===== src/hw/rtl/char_lcd_nibble_write_sequencer_defines.svh =====
// Assertion macros shared by the character LCD sequencer modules.
`ifndef CHAR_LCD_NIBBLE_WRITE_SEQUENCER_DEFINES_SVH
`define CHAR_LCD_NIBBLE_WRITE_SEQUENCER_DEFINES_SVH
`ifndef SYNTHESIS
`define CLCD_ASSERT(lbl, prop) \
   lbl: assert property (@(posedge clock) disable iff (reset) prop) \
      else $error("clcd assertion failed");
`define CLCD_ASSERT_RST(lbl, prop) \
   lbl: assert property (@(posedge clock) prop) \
      else $error("clcd reset assertion failed");
`else
`define CLCD_ASSERT(lbl, prop)
`define CLCD_ASSERT_RST(lbl, prop)
`endif
`endif


===== src/hw/rtl/clcd_pkg.sv =====
// Types, codes and constants of the character LCD sequencer.
package clcd_pkg;

   localparam int OP_W      = 2;
   localparam int BYTE_W    = 8;
   localparam int NIB_W     = 4;
   localparam int HOLD_W    = 21;
   localparam int CSR_IDX_W = 8;
   localparam int CSR_DAT_W = 20;

   localparam logic [OP_W-1:0] OP_CMD  = 2'd0;
   localparam logic [OP_W-1:0] OP_CHAR = 2'd1;
   localparam logic [OP_W-1:0] OP_INIT = 2'd2;
   localparam logic [OP_W-1:0] OP_NONE = 2'd3;

   localparam logic [CSR_IDX_W-1:0] CSR_ENABLE_PULSE = 8'd0;
   localparam logic [CSR_IDX_W-1:0] CSR_SETTLE       = 8'd1;
   localparam logic [CSR_IDX_W-1:0] CSR_LONG_EXTRA   = 8'd2;
   localparam logic [CSR_IDX_W-1:0] CSR_POWERUP      = 8'd3;

   localparam logic [15:0] RST_ENABLE_PULSE = 16'd1000;
   localparam logic [15:0] RST_SETTLE       = 16'd43;
   localparam logic [15:0] RST_LONG_EXTRA   = 16'd1487;
   localparam logic [19:0] RST_POWERUP      = 20'd300000;

   localparam logic [BYTE_W-1:0] CMD_CLEAR    = 8'h01;
   localparam logic [BYTE_W-1:0] CMD_HOME     = 8'h02;
   localparam logic [BYTE_W-1:0] CMD_FUNC_SET = 8'h2B;
   localparam logic [BYTE_W-1:0] CMD_DISP_ON  = 8'h0C;
   localparam logic [NIB_W-1:0]  INIT_NIBBLE  = 4'h2;

   localparam int QUEUE_DEPTH = 2;
   localparam int QPTR_W      = $clog2(QUEUE_DEPTH);
   localparam int QCNT_W      = $clog2(QUEUE_DEPTH + 1);

   typedef struct packed {
      logic [15:0] enable_pulse_us;
      logic [15:0] settle_us;
      logic [15:0] long_extra_us;
      logic [19:0] powerup_us;
   } cfg_type;

   typedef struct packed {
      logic [OP_W-1:0]   opcode;
      logic [BYTE_W-1:0] data_byte;
   } entry_type;

   typedef struct packed {
      logic              rs_pin;
      logic              en_pin;
      logic [NIB_W-1:0]  data_nibble;
      logic [HOLD_W-1:0] hold_us;
      logic              last_item;
   } pin_state_type;

   function automatic logic [BYTE_W-1:0] init_byte(input logic [1:0] idx);
      logic [BYTE_W-1:0] b;
      unique case (idx)
         2'd0:    b = CMD_FUNC_SET;
         2'd1:    b = CMD_CLEAR;
         default: b = CMD_DISP_ON;
      endcase
      return b;
   endfunction

endpackage


===== src/hw/rtl/clcd_front.sv =====
// Request intake: drop unused opcodes and queue the rest for the sequencer.
`include "char_lcd_nibble_write_sequencer_defines.svh"
module clcd_front (
   input  logic                clock,
   input  logic                reset,
   input  logic                req_tvalid,
   output logic                req_tready,
   input  logic [7:0]          req_tdata,
   input  logic [1:0]          req_tuser,
   output logic                q_valid,
   output clcd_pkg::entry_type q_entry,
   input  logic                q_pop
);
   import clcd_pkg::*;

   entry_type          mem_ff [QUEUE_DEPTH];
   logic [QPTR_W-1:0]  wr_ptr_ff, wr_ptr_in;
   logic [QPTR_W-1:0]  rd_ptr_ff, rd_ptr_in;
   logic [QCNT_W-1:0]  count_ff, count_in;
   logic               push;
   entry_type          new_entry;

   assign req_tready = (count_ff != QCNT_W'(QUEUE_DEPTH));
   assign push       = req_tvalid && req_tready && (req_tuser != OP_NONE);
   assign new_entry  = '{opcode: req_tuser, data_byte: req_tdata};
   assign q_valid    = (count_ff != '0);
   assign q_entry    = mem_ff[rd_ptr_ff];

   always_comb begin
      wr_ptr_in = wr_ptr_ff;
      rd_ptr_in = rd_ptr_ff;
      count_in  = count_ff;
      if (push) begin
         wr_ptr_in = wr_ptr_ff + 1'b1;
      end
      if (q_pop) begin
         rd_ptr_in = rd_ptr_ff + 1'b1;
      end
      if (push && !q_pop) begin
         count_in = count_ff + 1'b1;
      end else if (!push && q_pop) begin
         count_in = count_ff - 1'b1;
      end
   end

   always_ff @(posedge clock) begin
      if (reset) begin
         wr_ptr_ff <= '0;
         rd_ptr_ff <= '0;
         count_ff  <= '0;
      end else begin
         wr_ptr_ff <= wr_ptr_in;
         rd_ptr_ff <= rd_ptr_in;
         count_ff  <= count_in;
      end
   end

   always_ff @(posedge clock) begin
      if (push) begin
         mem_ff[wr_ptr_ff] <= new_entry;
      end
   end

   `CLCD_ASSERT(a_count_bound, count_ff <= QCNT_W'(QUEUE_DEPTH))
   `CLCD_ASSERT(a_pop_nonempty, q_pop |-> (count_ff != '0))
   `CLCD_ASSERT_RST(a_reset_empty, reset |=> (count_ff == '0))

endmodule


===== src/hw/rtl/clcd_back.sv =====
// Pin state sequencer: expand queued bytes and init requests into timed states.
`include "char_lcd_nibble_write_sequencer_defines.svh"
module clcd_back (
   input  logic                    clock,
   input  logic                    reset,
   input  clcd_pkg::cfg_type       cfg,
   input  logic                    q_valid,
   input  clcd_pkg::entry_type     q_entry,
   output logic                    q_pop,
   output logic                    out_valid,
   input  logic                    out_ready,
   output clcd_pkg::pin_state_type out_state
);
   import clcd_pkg::*;

   localparam logic [1:0] ST_IDLE = 2'd0;
   localparam logic [1:0] ST_PRE  = 2'd1;
   localparam logic [1:0] ST_BYTE = 2'd2;

   logic [1:0]        state_ff, state_in;
   logic [2:0]        sub_ff, sub_in;
   logic [1:0]        idx_ff, idx_in;
   logic [OP_W-1:0]   op_ff, op_in;
   logic [BYTE_W-1:0] byte_ff, byte_in;
   logic              rs_level_ff;
   logic [NIB_W-1:0]  nib_level_ff;
   logic              valid_ff;
   pin_state_type     out_ff, pin;

   logic              adv, emit, last, take, is_char, is_long;
   logic [BYTE_W-1:0] cur_byte;
   logic [16:0]       settle_sum;
   logic [HOLD_W-1:0] pulse_hold, settle_hold;

   assign adv        = !valid_ff || out_ready;
   assign emit       = adv && (state_ff != ST_IDLE);
   assign is_char    = (op_ff == OP_CHAR);
   assign cur_byte   = (op_ff == OP_INIT) ? init_byte(idx_ff) : byte_ff;
   assign is_long    = !is_char && ((cur_byte == CMD_CLEAR) || (cur_byte == CMD_HOME));
   assign settle_sum = {1'b0, cfg.settle_us}
                     + (is_long ? {1'b0, cfg.long_extra_us} : 17'd0);
   assign settle_hold = HOLD_W'(settle_sum);
   assign pulse_hold  = HOLD_W'(cfg.enable_pulse_us);
   assign last        = (state_ff == ST_BYTE) && (sub_ff == 3'd4)
                      && ((op_ff != OP_INIT) || (idx_ff == 2'd2));
   assign take        = q_valid && ((state_ff == ST_IDLE) || (emit && last));
   assign q_pop       = take;

   always_comb begin
      pin = '0;
      unique case (state_ff)
         ST_PRE: begin
            unique case (sub_ff)
               3'd0: pin = '{rs_level_ff, 1'b0, nib_level_ff,
                             HOLD_W'(cfg.powerup_us), 1'b0};
               3'd1: pin = '{1'b0, 1'b0, INIT_NIBBLE, '0, 1'b0};
               3'd2: pin = '{1'b0, 1'b1, INIT_NIBBLE, pulse_hold, 1'b0};
               default: pin = '0;
            endcase
         end
         ST_BYTE: begin
            unique case (sub_ff)
               3'd0: pin = '{is_char, 1'b0, cur_byte[7:4], '0, 1'b0};
               3'd1: pin = '{is_char, 1'b1, cur_byte[7:4], pulse_hold, 1'b0};
               3'd2: pin = '{is_char, 1'b0, cur_byte[3:0], '0, 1'b0};
               3'd3: pin = '{is_char, 1'b1, cur_byte[3:0], pulse_hold, 1'b0};
               3'd4: pin = '{is_char, 1'b0, cur_byte[3:0], settle_hold, last};
               default: pin = '0;
            endcase
         end
         default: pin = '0;
      endcase
   end

   always_comb begin
      state_in = state_ff;
      sub_in   = sub_ff;
      idx_in   = idx_ff;
      op_in    = op_ff;
      byte_in  = byte_ff;
      priority if (take) begin
         op_in    = q_entry.opcode;
         byte_in  = q_entry.data_byte;
         state_in = (q_entry.opcode == OP_INIT) ? ST_PRE : ST_BYTE;
         sub_in   = '0;
         idx_in   = '0;
      end else if (emit && last) begin
         state_in = ST_IDLE;
      end else if (emit) begin
         if (sub_ff == 3'd4 || (state_ff == ST_PRE && sub_ff == 3'd2)) begin
            if (state_ff == ST_BYTE) begin
               idx_in = idx_ff + 2'd1;
            end
            state_in = ST_BYTE;
            sub_in   = '0;
         end else begin
            sub_in = sub_ff + 3'd1;
         end
      end else begin
         state_in = state_ff;
      end
   end

   always_ff @(posedge clock) begin
      if (reset) begin
         state_ff     <= ST_IDLE;
         sub_ff       <= '0;
         idx_ff       <= '0;
         valid_ff     <= 1'b0;
         rs_level_ff  <= 1'b0;
         nib_level_ff <= '0;
      end else begin
         state_ff <= state_in;
         sub_ff   <= sub_in;
         idx_ff   <= idx_in;
         if (emit) begin
            valid_ff     <= 1'b1;
            rs_level_ff  <= pin.rs_pin;
            nib_level_ff <= pin.data_nibble;
         end else if (out_ready) begin
            valid_ff <= 1'b0;
         end
      end
   end

   always_ff @(posedge clock) begin
      op_ff   <= op_in;
      byte_ff <= byte_in;
      if (emit) begin
         out_ff <= pin;
      end
   end

   assign out_valid = valid_ff;
   assign out_state = out_ff;

   `CLCD_ASSERT(a_sub_bound, sub_ff <= 3'd4)
   `CLCD_ASSERT(a_idx_bound, idx_ff <= 2'd2)
   `CLCD_ASSERT(a_pre_init, (state_ff == ST_PRE) |-> (op_ff == OP_INIT))
   `CLCD_ASSERT(a_pop_when_free, q_pop |-> ((state_ff == ST_IDLE) || (emit && last)))

endmodule


===== src/hw/rtl/char_lcd_nibble_write_sequencer.sv =====
// Character LCD 4-bit write sequencer: top level with configuration registers.
//
// Requests arrive on req_*: req_tuser holds the opcode (0 command byte,
// 1 character byte, 2 init, 3 dropped without result), req_tdata the byte.
// Each pin state leaves on rsp_*: RS, EN, D7..D4 and a hold time in
// microseconds; rsp_tlast marks the final state of a request.
// A byte gives 5 states, init gives 18 (power-up wait, nibble 2 strobe,
// then function set, clear and display on).
// One state is produced per cycle while rsp_tready is high; the first state of a
// request passes the queue, the sequencer state register and the output register,
// and the next request starts with no gap, set by the single state sequencer.
// A two-entry request queue sits in front of the sequencer; req_tready
// drops when it is full.
// When rsp_tready is low the output register holds its state, the
// sequencer waits and the queue fills.
// csr_* writes a register by index (0 enable pulse, 1 settle, 2 clear/home
// extra, 3 power-up); csr_ready is always high. Write only while idle.
// Reset restores the register defaults, empties the queue and zeroes the
// remembered RS and data line levels.
module char_lcd_nibble_write_sequencer (
   input  logic        clock,
   input  logic        reset,
   input  logic        req_tvalid,
   output logic        req_tready,
   input  logic [7:0]  req_tdata,   // [7:0] data_byte
   input  logic [1:0]  req_tuser,   // [1:0] opcode
   output logic        rsp_tvalid,
   input  logic        rsp_tready,
   output logic [31:0] rsp_tdata,   // [0] rs_pin, [1] en_pin, [5:2] data_nibble,
                                    // [26:6] hold_us, [31:27] zero
   output logic        rsp_tlast,
   input  logic        csr_valid,
   output logic        csr_ready,
   input  logic [7:0]  csr_index,
   input  logic [19:0] csr_data
);
   import clcd_pkg::*;

   cfg_type       cfg_ff;
   logic          q_valid, q_pop;
   entry_type     q_entry;
   pin_state_type out_state;

   assign csr_ready = 1'b1;

   always_ff @(posedge clock) begin
      if (reset) begin
         cfg_ff.enable_pulse_us <= RST_ENABLE_PULSE;
         cfg_ff.settle_us       <= RST_SETTLE;
         cfg_ff.long_extra_us   <= RST_LONG_EXTRA;
         cfg_ff.powerup_us      <= RST_POWERUP;
      end else if (csr_valid && csr_ready) begin
         unique case (csr_index)
            CSR_ENABLE_PULSE: cfg_ff.enable_pulse_us <= csr_data[15:0];
            CSR_SETTLE:       cfg_ff.settle_us       <= csr_data[15:0];
            CSR_LONG_EXTRA:   cfg_ff.long_extra_us   <= csr_data[15:0];
            CSR_POWERUP:      cfg_ff.powerup_us      <= csr_data;
            default: ;
         endcase
      end
   end

   clcd_front u_front (
      .clock      (clock),
      .reset      (reset),
      .req_tvalid (req_tvalid),
      .req_tready (req_tready),
      .req_tdata  (req_tdata),
      .req_tuser  (req_tuser),
      .q_valid    (q_valid),
      .q_entry    (q_entry),
      .q_pop      (q_pop)
   );

   clcd_back u_back (
      .clock     (clock),
      .reset     (reset),
      .cfg       (cfg_ff),
      .q_valid   (q_valid),
      .q_entry   (q_entry),
      .q_pop     (q_pop),
      .out_valid (rsp_tvalid),
      .out_ready (rsp_tready),
      .out_state (out_state)
   );

   assign rsp_tdata = {5'b0, out_state.hold_us, out_state.data_nibble,
                       out_state.en_pin, out_state.rs_pin};
   assign rsp_tlast = out_state.last_item;

endmodule

===== config.mk =====
export PLATFORM = sky130hd
export DESIGN_NAME = char_lcd_nibble_write_sequencer
export DESIGN_NICKNAME = d
export VERILOG_FILES = /design/src/hw/rtl/clcd_pkg.sv /design/src/hw/rtl/clcd_front.sv /design/src/hw/rtl/clcd_back.sv /design/src/hw/rtl/char_lcd_nibble_write_sequencer.sv
export VERILOG_INCLUDE_DIRS = /design/src /design/src/hw/rtl
export SDC_FILE = /design/constraint.sdc
export NUM_CORES = 1
export LEC_CHECK = 0
export ABC_AREA = 1
export BUFFER_PORTS_ARGS = -buffer_cell sky130_fd_sc_hd__clkbuf_2
export CAP_MARGIN = 40
export CORE_UTILIZATION = 50
export DETAILED_ROUTE_END_ITERATION = 7
export GPL_ROUTABILITY_DRIVEN = 0
export PLACE_DENSITY = 0.7
export SYNTH_ARGS = -nofsm -noshare
export SYNTH_HDL_FRONTEND = slang
export SYNTH_SLANG_ARGS = --single-unit

===== constraint.sdc =====
create_clock -name clock -period 4 [get_ports clock]
set_clock_uncertainty 0.15 [all_clocks]
set_input_delay 0.2 -clock clock [delete_from_list [all_inputs] [get_ports clock]]
set_output_delay 0.2 -clock clock [all_outputs]
set_load 0.005 [all_outputs]

==> impl_results.md, run 1 <==
* Clock root buffer: clkbuf_16
* Max-Cap Viols at 0
* Fmax at about 290 MHz
* Largest net degree at the start of global routing at 45
* Worst skew pair latency at between 400 and 500 ps
* Syn. warnings at 0
* Worst slew pin tran at roughly 850 ps
* Synthesized cell area at ~7000 µm²
* Antenna violations before repair at 0
* Internal power at slightly above 3 mW
* Routed wire length at around 17000 µm
* Post-synthesis cell type count at 44
* Num ports at approximately 80
* Status: complete, no violations
* Post-DR vias/cell at just over 5
* Synth Instances at about 900
* Clk slew on worst S/H paths at approximately 70 ps
* Overall die width at ~120 µm
* Setup TNS at 0 ps
* DR vias at 6043
* Arr. time, crit path at ~3400 ps
* Yosys reg bits at 143
* Clk pwr share at between 30% and 40%
* Gr ovfl total at 0
* Die H at about 120 µm
* First-pass GRT wire length at approximately 27000 µm
* Dpl cell area at between 7000 and 8000 µm²
* Core area at about 14000 µm²
* Switching Fraction at about a third
* Top FF cell, synth: dfxtp_1
* Initial DRC Count at 372
* End of the critical path: u_back.out_state[13]$_DFFE_PP_
* TritonCTS Sinks at between 100 and 150
* PostCTS Resize Cnt at 0
* Area delta synth->final at 19.0%
* RSZ-0062 raised after global routing: no
* Top cell type's share of synthesized area at 24.0%
* Worst rel slew slack at 43.3%
* Reg2reg end: u_back.out_state[13]$_DFFE_PP_
* # setup viols final at 0
* Max-slew violation count at 0
* CTS Buf Count at 17
* TritonCTS clock tree: built
* Seq/Total Area, Yosys at 47.9%
* EDFF count, synth at 57
* Critical path endpoint category: flip-flop
* Leak pwr at 3.95 nW
* Worst reg2reg path startpoint: u_back.idx_ff[0]$_SDFFE_PP0P_
* Synth top cells by count: nand2_1 (204), inv_1 (131), nor2_1 (87)
* Max Buffers Root-to-Sink at 2
* Final hold violation count at 0
* Initial Utilization at 51.4%
* Htree depth at 4
* Crit path from: u_back.idx_ff[0]$_SDFFE_PP0P_
* DRC at 0
* Reg2Reg Setup Slack at 590 ps
* Combinational power share at between 20% and 30%
* WS Path Type: flip-flop to flip-flop
* Routed WL per cell at roughly 14 µm
* Startpoint Class: flip-flop
* Setup bufs post-CTS at 0
* Share of power burned in registers at between 40% and 50%
* Global Route Usage Sum at 24.2%
* Antenna fix cells at 0
* Count leader, synth: nand2_1
* Max FO, Critical Path at 15
* Final instance area at between 8000 and 9000 µm²
* Req. time, crit path at ~4000 ps
* Synth area leader: dfxtp_1
* Fin crit period at roughly 3400 ps
* Die area at approximately 15000 µm²
* Largest cells by area after synthesis: dfxtp_1 (24%), edfxtp_1 (24%), nand2_1 (11%)
* Worst R2R Path Depth at 18
* Pwr/cell area at approximately 540 nW/µm²
* Vias in the first global route at approximately 5500
* Worst min path class: input port to flip-flop
* Switch Pwr at approximately 1.5 mW
* Core Rows at 43
* Final Cycle Share at a little under nine tenths
* Final HPWL DP at roughly 12000 µm
* Synthesized area per cell at ~8.0 µm²
* # nets final at ~1100
* DRT antenna net count at 0
* Peak VDD IR at between 0.3 and 0.4 mV
* CTS Hold Buffers Added at 32
* Buffers on Ports at a little over 70
* Share of cells above drive strength 1 at a little over an eighth
* FFs w/ async S/R, synth at 0%
* DRT Pass-1 Iters at 5
power by group through the flow:
stage	Combinational (mW)	Clock, mW	Sequential (mW)
after floorplan	0.704	0	1.91
after global placement	1.02	0	1.93
after detailed placement	1.04	0	1.93
after CTS	1.08	1.65	1.90
after global routing	1.22	1.71	1.92
final	1.07	1.63	1.90
layer usage:
layer / vias to the layer above / share of wire, % / global-route usage, %
li1: 3115 / - / -
met1: 2734 / 50 / 34.0
met2: 178 / 44 / 36.9
met3: 16 / 5.7 / 5.48
met4: 0 / 1.2 / 7.33
met5: - / 0 / 0
sequential cells by signal (all words and copies together), names as in the netlist, 2 cells and up, named ones only:
name,flops
u_front.count_ff,2
u_back.sub_ff,3
u_back.idx_ff,2
u_back.op_ff,2
u_back.state_ff,2
u_back.out_state,27
u_back.byte_ff,8
cfg_ff,68
u_back.nib_level_ff,4
u_front.mem_ff,20
how the worst min path moves through the flow:
stage | from | end | slack, ps | cells after the start
after floorplan | reset | u_back.out_valid$_SDFFE_PP0P_ | 120 | 1
after global placement | req_tdata[5] | u_front.mem_ff[0][5]$_DFFE_PP_ | 240 | 1
after detailed placement | req_tdata[2] | u_front.mem_ff[0][2]$_DFFE_PP_ | 240 | 1
after CTS | req_tvalid | u_front.wr_ptr_ff$_SDFFE_PP0P_ | 80 | 4
after global routing | req_tvalid | u_front.wr_ptr_ff$_SDFFE_PP0P_ | 140 | 4
final | req_tvalid | u_front.wr_ptr_ff$_SDFFE_PP0P_ | 100 | 4
through the flow:
| stage | power (mW) | std cells | utilization, % | setup WS, ps | hold slack [ps] |
|---|---|---|---|---|---|
| finish | 4.60 | 1191 | 61.2 | 591 | 97.2 |
| global route | 4.85 | 1191 | 61.2 | 168 | 135 |
| CTS | 4.63 | 1191 | 61.2 | 575 | 82.3 |
| detailed placement | 2.97 | 1127 | 54.5 | 600 | 243 |
| global placement | 2.95 | 1126 | 54.5 | 648 | 240 |
| floorplan | 2.62 | 906 | - | 1100 | 119 |
worst max-delay path, cell delays in order (launching register included):
cell and delay [ps]:
dfxtp_1 310, inv_1 120, ha_1 200, nor2_1 50
o21ai_1 190, xor2_1 260, nand3_2 310, nor2_1 180
ha_1 200, inv_1 60, fa_1 400, inv_1 100
nand3_1 70, nand3_1 130, nand3_1 120, nand3_1 90
nand2_1 50, nand3_1 60, a21oi_1 70
final cells by class:
cell class | instances | area, µm²
Fill cell | 1253 | 5410
Sequential cell | 143 | 3430
Multi-Input combinational cell | 594 | 3050
Timing Repair Buffer | 106 | 698
Inverter | 136 | 512
Clock buffer | 17 | 425
Tap cell | 180 | 225
Clock inverter | 15 | 184
layout by cell type, fill, tap and decap left out, types with 8 or more instances in the layout:
master         instances
mux2_2                 8
dlygate4sd3_1         32
a21oi_1               70
nand2_1              204
o21ai_0               64
inv_1                130
clkbuf_2              71
o21ai_1               16
ha_1                  29
nand3_1               48
o211ai_1              17
edfxtp_1              57
nor2_1                87
dfxtp_1               86
clkbuf_16             17
cells by family after synthesis:
logic type                 count (synthesis)  share of synthesized area (%)
DFF                                      143                           47.9
AOI/OAI and AO/OA                        176                           13.3
and+or+nand+nor                          368                           21.7
other                                      2                          0.105
buffers and inverters                    169                           9.83
adders and majority gates                 30                           5.34
xor gates and xnor gates                   5                          0.611
muxes                                      8                           1.26
No activity file was read; power rests on OpenSTA's default activity.
==> run 2, diff against run 1 <==
--- a/config.mk
+++ b/config.mk
@@ -9,10 +9,10 @@
 export ABC_AREA = 1
 export BUFFER_PORTS_ARGS = -buffer_cell sky130_fd_sc_hd__clkbuf_2
 export CAP_MARGIN = 40
-export CORE_UTILIZATION = 50
+export CORE_UTILIZATION = 30
 export DETAILED_ROUTE_END_ITERATION = 7
 export GPL_ROUTABILITY_DRIVEN = 0
-export PLACE_DENSITY = 0.7
+export HOLD_SLACK_MARGIN = 0.06
 export SYNTH_ARGS = -nofsm -noshare
 export SYNTH_HDL_FRONTEND = slang
 export SYNTH_SLANG_ARGS = --single-unit
==> run 2 against run 1 <==
Sequential share of layout area shrank 0.91 points. Clock-buffer cell count is the same. Highest routed layer unchanged. First-iteration DRC count shrank 6.2%. Final cell count grew 12%. Largest power group unchanged. Combinational power is essentially flat.
==> impl_results.md, run 2 (synthesis results as in run 1) <==
* Initial Utilization at 30.5%
* Routing usage on met2 at about 25%
* Arr. time, crit path at about 3600 ps
* FILL cells at roughly 2500
* Antenna fix cells at 0
* Num ports at 79
* Status: complete, no violations
* Area delta synth->final at 21.7%
* Routed WL per cell at between 10 and 15 µm
* Core Rows at 56
* Setup TNS at 0 ps
* Reg2Reg Setup Slack at 470 ps
* Area of the multi-input gates at slightly above 3000 µm²
* DRC at 0
* Max FO, Critical Path at 15
* TritonCTS clock tree: built
* DR vias at roughly 5900
* Core area at 23500 µm²
* Max-Cap Viols at 0
* Die H at between 150 and 200 µm
* Vias in the first global route at approximately 5600
* Final hold violation count at 0
* Antenna violations before repair at 0
* Final HPWL DP at approximately 13000 µm
* Most Used Layer, Global Route: met2
* Global Route Usage Sum at ~15%
* Reg2reg end: u_back.out_state[5]$_DFFE_PP_
* Peak VDD IR at between 0.2 and 0.25 mV
* Commonest non-fill, non-tap cells in the layout: nand2_1 (204), inv_1 (130), nor2_1 (87)
* Crit path from: u_back.op_ff[0]$_DFFE_PP_
* DRT Pass-1 Iters at 5
* Fin crit period at roughly 3500 ps
* Min Hold Slack at between 100 and 150 ps
* Worst R2R Path Depth at 18
* WS Path Type: flip-flop to flip-flop
* Routed wire length at between 15000 and 20000 µm
* Met3 Resource Use GR at between 2 and 3%
* CTS Buf Count at 17
* Clock root buffer: clkbuf_16
* DRT antenna net count at 0
* RSZ-0062 raised after global routing: no
* Critical path endpoint category: flip-flop
* Critical path, cell by cell: inv_1 -> nand2_2 -> nand2_1 -> nand2_1 -> nor4_2 -> nand3_2 -> nor2_1 -> ha_1 -> inv_1 -> fa_1 -> inv_1 -> nand3_1 -> nand3_1 -> nand2_1 -> nand3_1 -> o21ai_0 -> o21ai_0 -> inv_1
* Met1 GRT Util at 19.2%
* Initial DRC Count at 349
* Setup bufs post-CTS at 0
* Startpoint Class: flip-flop
* Pwr/cell area at between 500 and 600 nW/µm²
* Worst rel slew slack at about 44%
* # setup viols final at 0
* Max FFs per register at just under 70
* Most common cell after layout, fill and taps aside: nand2_1
* Clk slew on worst S/H paths at around 70 ps
* Worst min path class: input port to flip-flop
* Storage cell area at 3430 µm²
* Worst reg2reg path startpoint: u_back.op_ff[0]$_DFFE_PP_
* Slowest CP cell: edfxtp_1
* Crit path top cell by count: inv_1
* Htree depth at 4
* Req. time, crit path at roughly 4000 ps
* Final Cycle Share at around 90%
* Buffers on Ports at around 70
* # nets final at ~1100
* Worst skew pair latency at 420 ps
* Share of cells above drive strength 1 at approximately 14%
* Largest net degree at the start of global routing at a little under 50
* End of the critical path: u_back.out_state[5]$_DFFE_PP_
* Max-slew violation count at 0
* Overall die width at around 160 µm
* Die area at ~25000 µm²
* Largest register by flop count: cfg_ff
* TritonCTS Sinks at 143
* Worst slew pin tran at 834 ps
* Gr ovfl total at 0
* Leak pwr at slightly below 4 nW
* Max Buffers Root-to-Sink at 2
* First-pass GRT wire length at ~28000 µm
* Post-DR vias/cell at roughly 4.4
* Fmax at roughly 280 MHz
* Max incr delay on CP at ~410 ps
## run 2: changes by cell type in the layout (fill, tap and decap cells not counted)
cell and change:
buf_4 +3, clkinv_8 +3, bufinv_16 -2, buf_12 +1
inv_6 -1
## run 2: power by group
group | total (mW) | switching (mW) | internal [mW]
combinational | 1.09 | 0.724 | 0.363
clock | 1.56 | 0.723 | 0.839
sequential | 1.90 | 0.0972 | 1.80
## run 2: worst min-delay path by stage
stage,startpoint,endpoint,slack (ps),cells past startpoint
after floorplan,reset,u_back.out_valid$_SDFFE_PP0P_,120,1
after detailed placement,req_tdata[3],u_front.mem_ff[0][3]$_DFFE_PP_,240,1
after global routing,csr_index[2],cfg_ff[9]$_SDFFE_PP1P_,130,5
after global placement,req_tdata[4],u_front.mem_ff[0][4]$_DFFE_PP_,240,1
final,req_tvalid,u_front.wr_ptr_ff$_SDFFE_PP0P_,100,4
after CTS,req_tvalid,u_front.wr_ptr_ff$_SDFFE_PP0P_,90,4
## run 2: critical path, delay by kind of cell (launching register included)
kind	cells	cell delay, ps
flops	1	410
compound gates	2	220
simple gates	10	1580
fa+ha+maj	2	600
buf+inv	4	330
## run 2: layer usage
layer  vias up  share of wire, %  wire (µm)
met5         -                 0          0
met4         0              0.95        167
met2       116                46       8040
met1      2680                49       8610
li1       3125                 -          -
met3        11               3.9        679
## run 2: metrics by stage
stage,instances,setup slack [ps],area (µm²),total power [mW],util [%]
5_1_grt,1334,147,8720,4.82,37.2
3_5_place_dp,1270,476,7810,3.00,33.3
3_3_place_gp,1268,566,7780,2.99,33.2
6_report,1334,466,8720,4.55,37.2
2_1_floorplan,906,1100,7190,2.62,-
4_1_cts,1334,461,8720,4.59,37.2
## run 2: cell type report
| class | count | area share, % |
|---|---|---|
| multi-input cells | 594 | 34.9 |
| inverters | 136 | 5.87 |
| well taps | 319 | 4.58 |
| clock inverters | 15 | 1.88 |
| flip-flops and latches | 143 | 39.4 |
| clock buffers | 17 | 4.88 |
| repair buffers | 110 | 8.49 |
## run 2: timing repair
action / CTS / global route
hold buffers: 32 / 0
endpoints found under the hold margin: 91 / 0
gates resized for setup: 0 / 0
==> run 3, diff against run 2 <==
--- a/config.mk
+++ b/config.mk
@@ -7,7 +7,7 @@
 export NUM_CORES = 1
 export LEC_CHECK = 0
 export ABC_AREA = 1
-export BUFFER_PORTS_ARGS = -buffer_cell sky130_fd_sc_hd__clkbuf_2
+export BUFFER_PORTS_ARGS = -buffer_cell sky130_fd_sc_hd__buf_2
 export CAP_MARGIN = 40
 export CORE_UTILIZATION = 30
 export DETAILED_ROUTE_END_ITERATION = 7
==> constraint.sdc (replaced) <==
create_clock -name clock -period 4.4 [get_ports clock]
set_clock_uncertainty 0.15 [all_clocks]
set_input_delay 0.22 -clock clock [delete_from_list [all_inputs] [get_ports clock]]
set_output_delay 0.22 -clock clock [all_outputs]
set_load 0.005 [all_outputs]
==> run 3 against run 2 <==
Final cell count about the same. Critical path depth unchanged. Clock power is 8% lower. Worst setup slack improved by 420 ps. Critical endpoint is now u_back.out_state[17]$_DFFE_PP_. Highest routed layer unchanged. Non-clock buffer count fell by 1. Register-to-register slack better by 420 ps.
==> impl_results.md, run 3 (synthesis results as in run 1) <==
* Num ports at 79
* Clock root buffer: clkbuf_16
* Post-Route M1 WL at about 8500 µm
* Worst min path class: input port to flip-flop
* WL met2 at approximately 8300 µm
* Fmax at 285 MHz
* TritonCTS clock tree: built
* FILL cells at 2405
* Overall die width at approximately 160 µm
* Routed wire length at approximately 18000 µm
* Die area at between 20000 and 25000 µm²
* Antenna fix cells at 0
* Max FO, Critical Path at 15
* DR vias at between 5000 and 6000
* Peak VDD IR at 0.241 mV
* Placed insts at roughly 1300
* Hold path depth at 4
* # nets final at ~1100
* Fin crit period at approximately 3500 ps
* Critical path endpoint category: flip-flop
* Most common cell after layout, fill and taps aside: nand2_1
* CTS Buf Count at 17
* Clk slew on worst S/H paths at ~80 ps
* Setup bufs post-CTS at 0
* DRC at 0
* PostCTS Resize Cnt at 0
* Area delta synth->final at 21.3%
* DRT antenna net count at 0
* Fin cells at 1333
* RSZ-0062 raised after global routing: no
* Vias in the first global route at around 5600
* Worst Slack Setup Final at between 800 and 900 ps
* Final HPWL DP at between 10000 and 15000 µm
* Worst rel slew slack at between 40 and 50%
* Pwr/cell area at 476 nW/µm²
* Buffers on Ports at 71
* Max-Cap Viols at 0
* Commonest non-fill, non-tap cells in the layout: nand2_1 (204), inv_1 (130), nor2_1 (87)
* Largest net degree at the start of global routing at 74
* Share of cells above drive strength 1 at 13.7%
* Max-slew violation count at 0
* Req. time, crit path at between 4000 and 5000 ps
* Largest register by flop count: cfg_ff
* Initial DRC Count at approximately 320
* Final hold violation count at 0
* TritonCTS Sinks at approximately 140
* Worst skew pair latency at ~430 ps
* Highest Signal Layer: met4
* Startpoint Class: flip-flop
* Leak pwr at roughly 4 nW
* Max FFs per register at between 60 and 70
* Core area at ~23000 µm²
* Post-DR vias/cell at 4.48
* Global Route Usage Sum at approximately 15%
* WL met3 at roughly 830 µm
* Worst R2R Path Depth at 18
* Htree depth at 4
* # setup viols final at 0
* Arr. time, crit path at 3620 ps
* Min Hold Slack at about 99 ps
* First-pass GRT wire length at about 29000 µm
* Antenna violations before repair at 0
* Final Cycle Share at 79.8%
* WS Path Type: flip-flop to flip-flop
* Gr ovfl total at 0
* Routed WL per cell at ~13 µm
* Core Rows at 56
* Initial Utilization at between 30% and 40%
* Place WS at about 900 ps
* Status: complete, no violations
* Setup TNS at 0 ps
* DRT Pass-1 Iters at 5
* Die H at between 150 and 200 µm
* Worst slew pin tran at ~860 ps
* Max Buffers Root-to-Sink at 2
[run 3: worst paths after layout]
path	to	start	slack, ps
min	u_front.wr_ptr_ff$_SDFFE_PP0P_	req_tvalid	100
max reg2reg	u_back.out_state[17]$_DFFE_PP_	u_back.idx_ff[1]$_SDFFE_PP0P_	890
max	u_back.out_state[17]$_DFFE_PP_	u_back.idx_ff[1]$_SDFFE_PP0P_	890
min reg2reg	cfg_ff[56]$_SDFFE_PP0P_	cfg_ff[56]$_SDFFE_PP0P_	300
[run 3: layer usage]
layer	global-route usage, %	up-vias
met2	24.8	137
li1	-	3115
met5	0	-
met3	3.10	13
met1	20.2	2712
met4	5.09	0
[run 3: layout make-up]
cell class              count  area [µm²]  share of cell area (%)
flip-flops and latches    143        3430                    39.5
multi-input cells         594        3050                    35.1
repair buffers            109         721                    8.29
inverters                 136         512                    5.89
clock buffers              17         425                    4.89
well taps                 319         399                    4.59
clock inverters            15         156                    1.80
[run 3: per-stage QoR]
step	area (µm²)	utilization, %	power, mW
after CTS	8690	37.0	4.18
after detailed placement	7790	33.2	2.72
after floorplan	7190	-	2.38
final	8690	37.0	4.14
after global placement	7780	33.2	2.71
after global routing	8690	37.0	4.39
[run 3: repair_timing]
| item | CTS | global route |
|---|---|---|
| endpoints found under the hold margin | 96 | 0 |
| hold buffers | 32 | 0 |
| endpoints found under the setup margin | 0 | 0 |
[run 3: worst max-delay path, stage by stage (launching register included)]
cell,delay [ps]
dfxtp_1,330
inv_1,90
ha_1,170
inv_1,40
nand2_1,70
nand2_1,80
nor4_2,340
nand3_2,370
nor2_1,190
ha_1,210
inv_1,60
fa_1,400
inv_1,100
nand3_1,70
nand3_1,130
a21oi_1,120
o21ai_0,180
nand2_1,70
a21oi_1,150
[run 3: where the power goes]
| group | total (mW) | internal [mW] | switching, mW |
|---|---|---|---|
| Clock | 1.43 | 0.765 | 0.664 |
| Combinational | 0.988 | 0.329 | 0.659 |
| Sequential | 1.72 | 1.64 | 0.0867 |
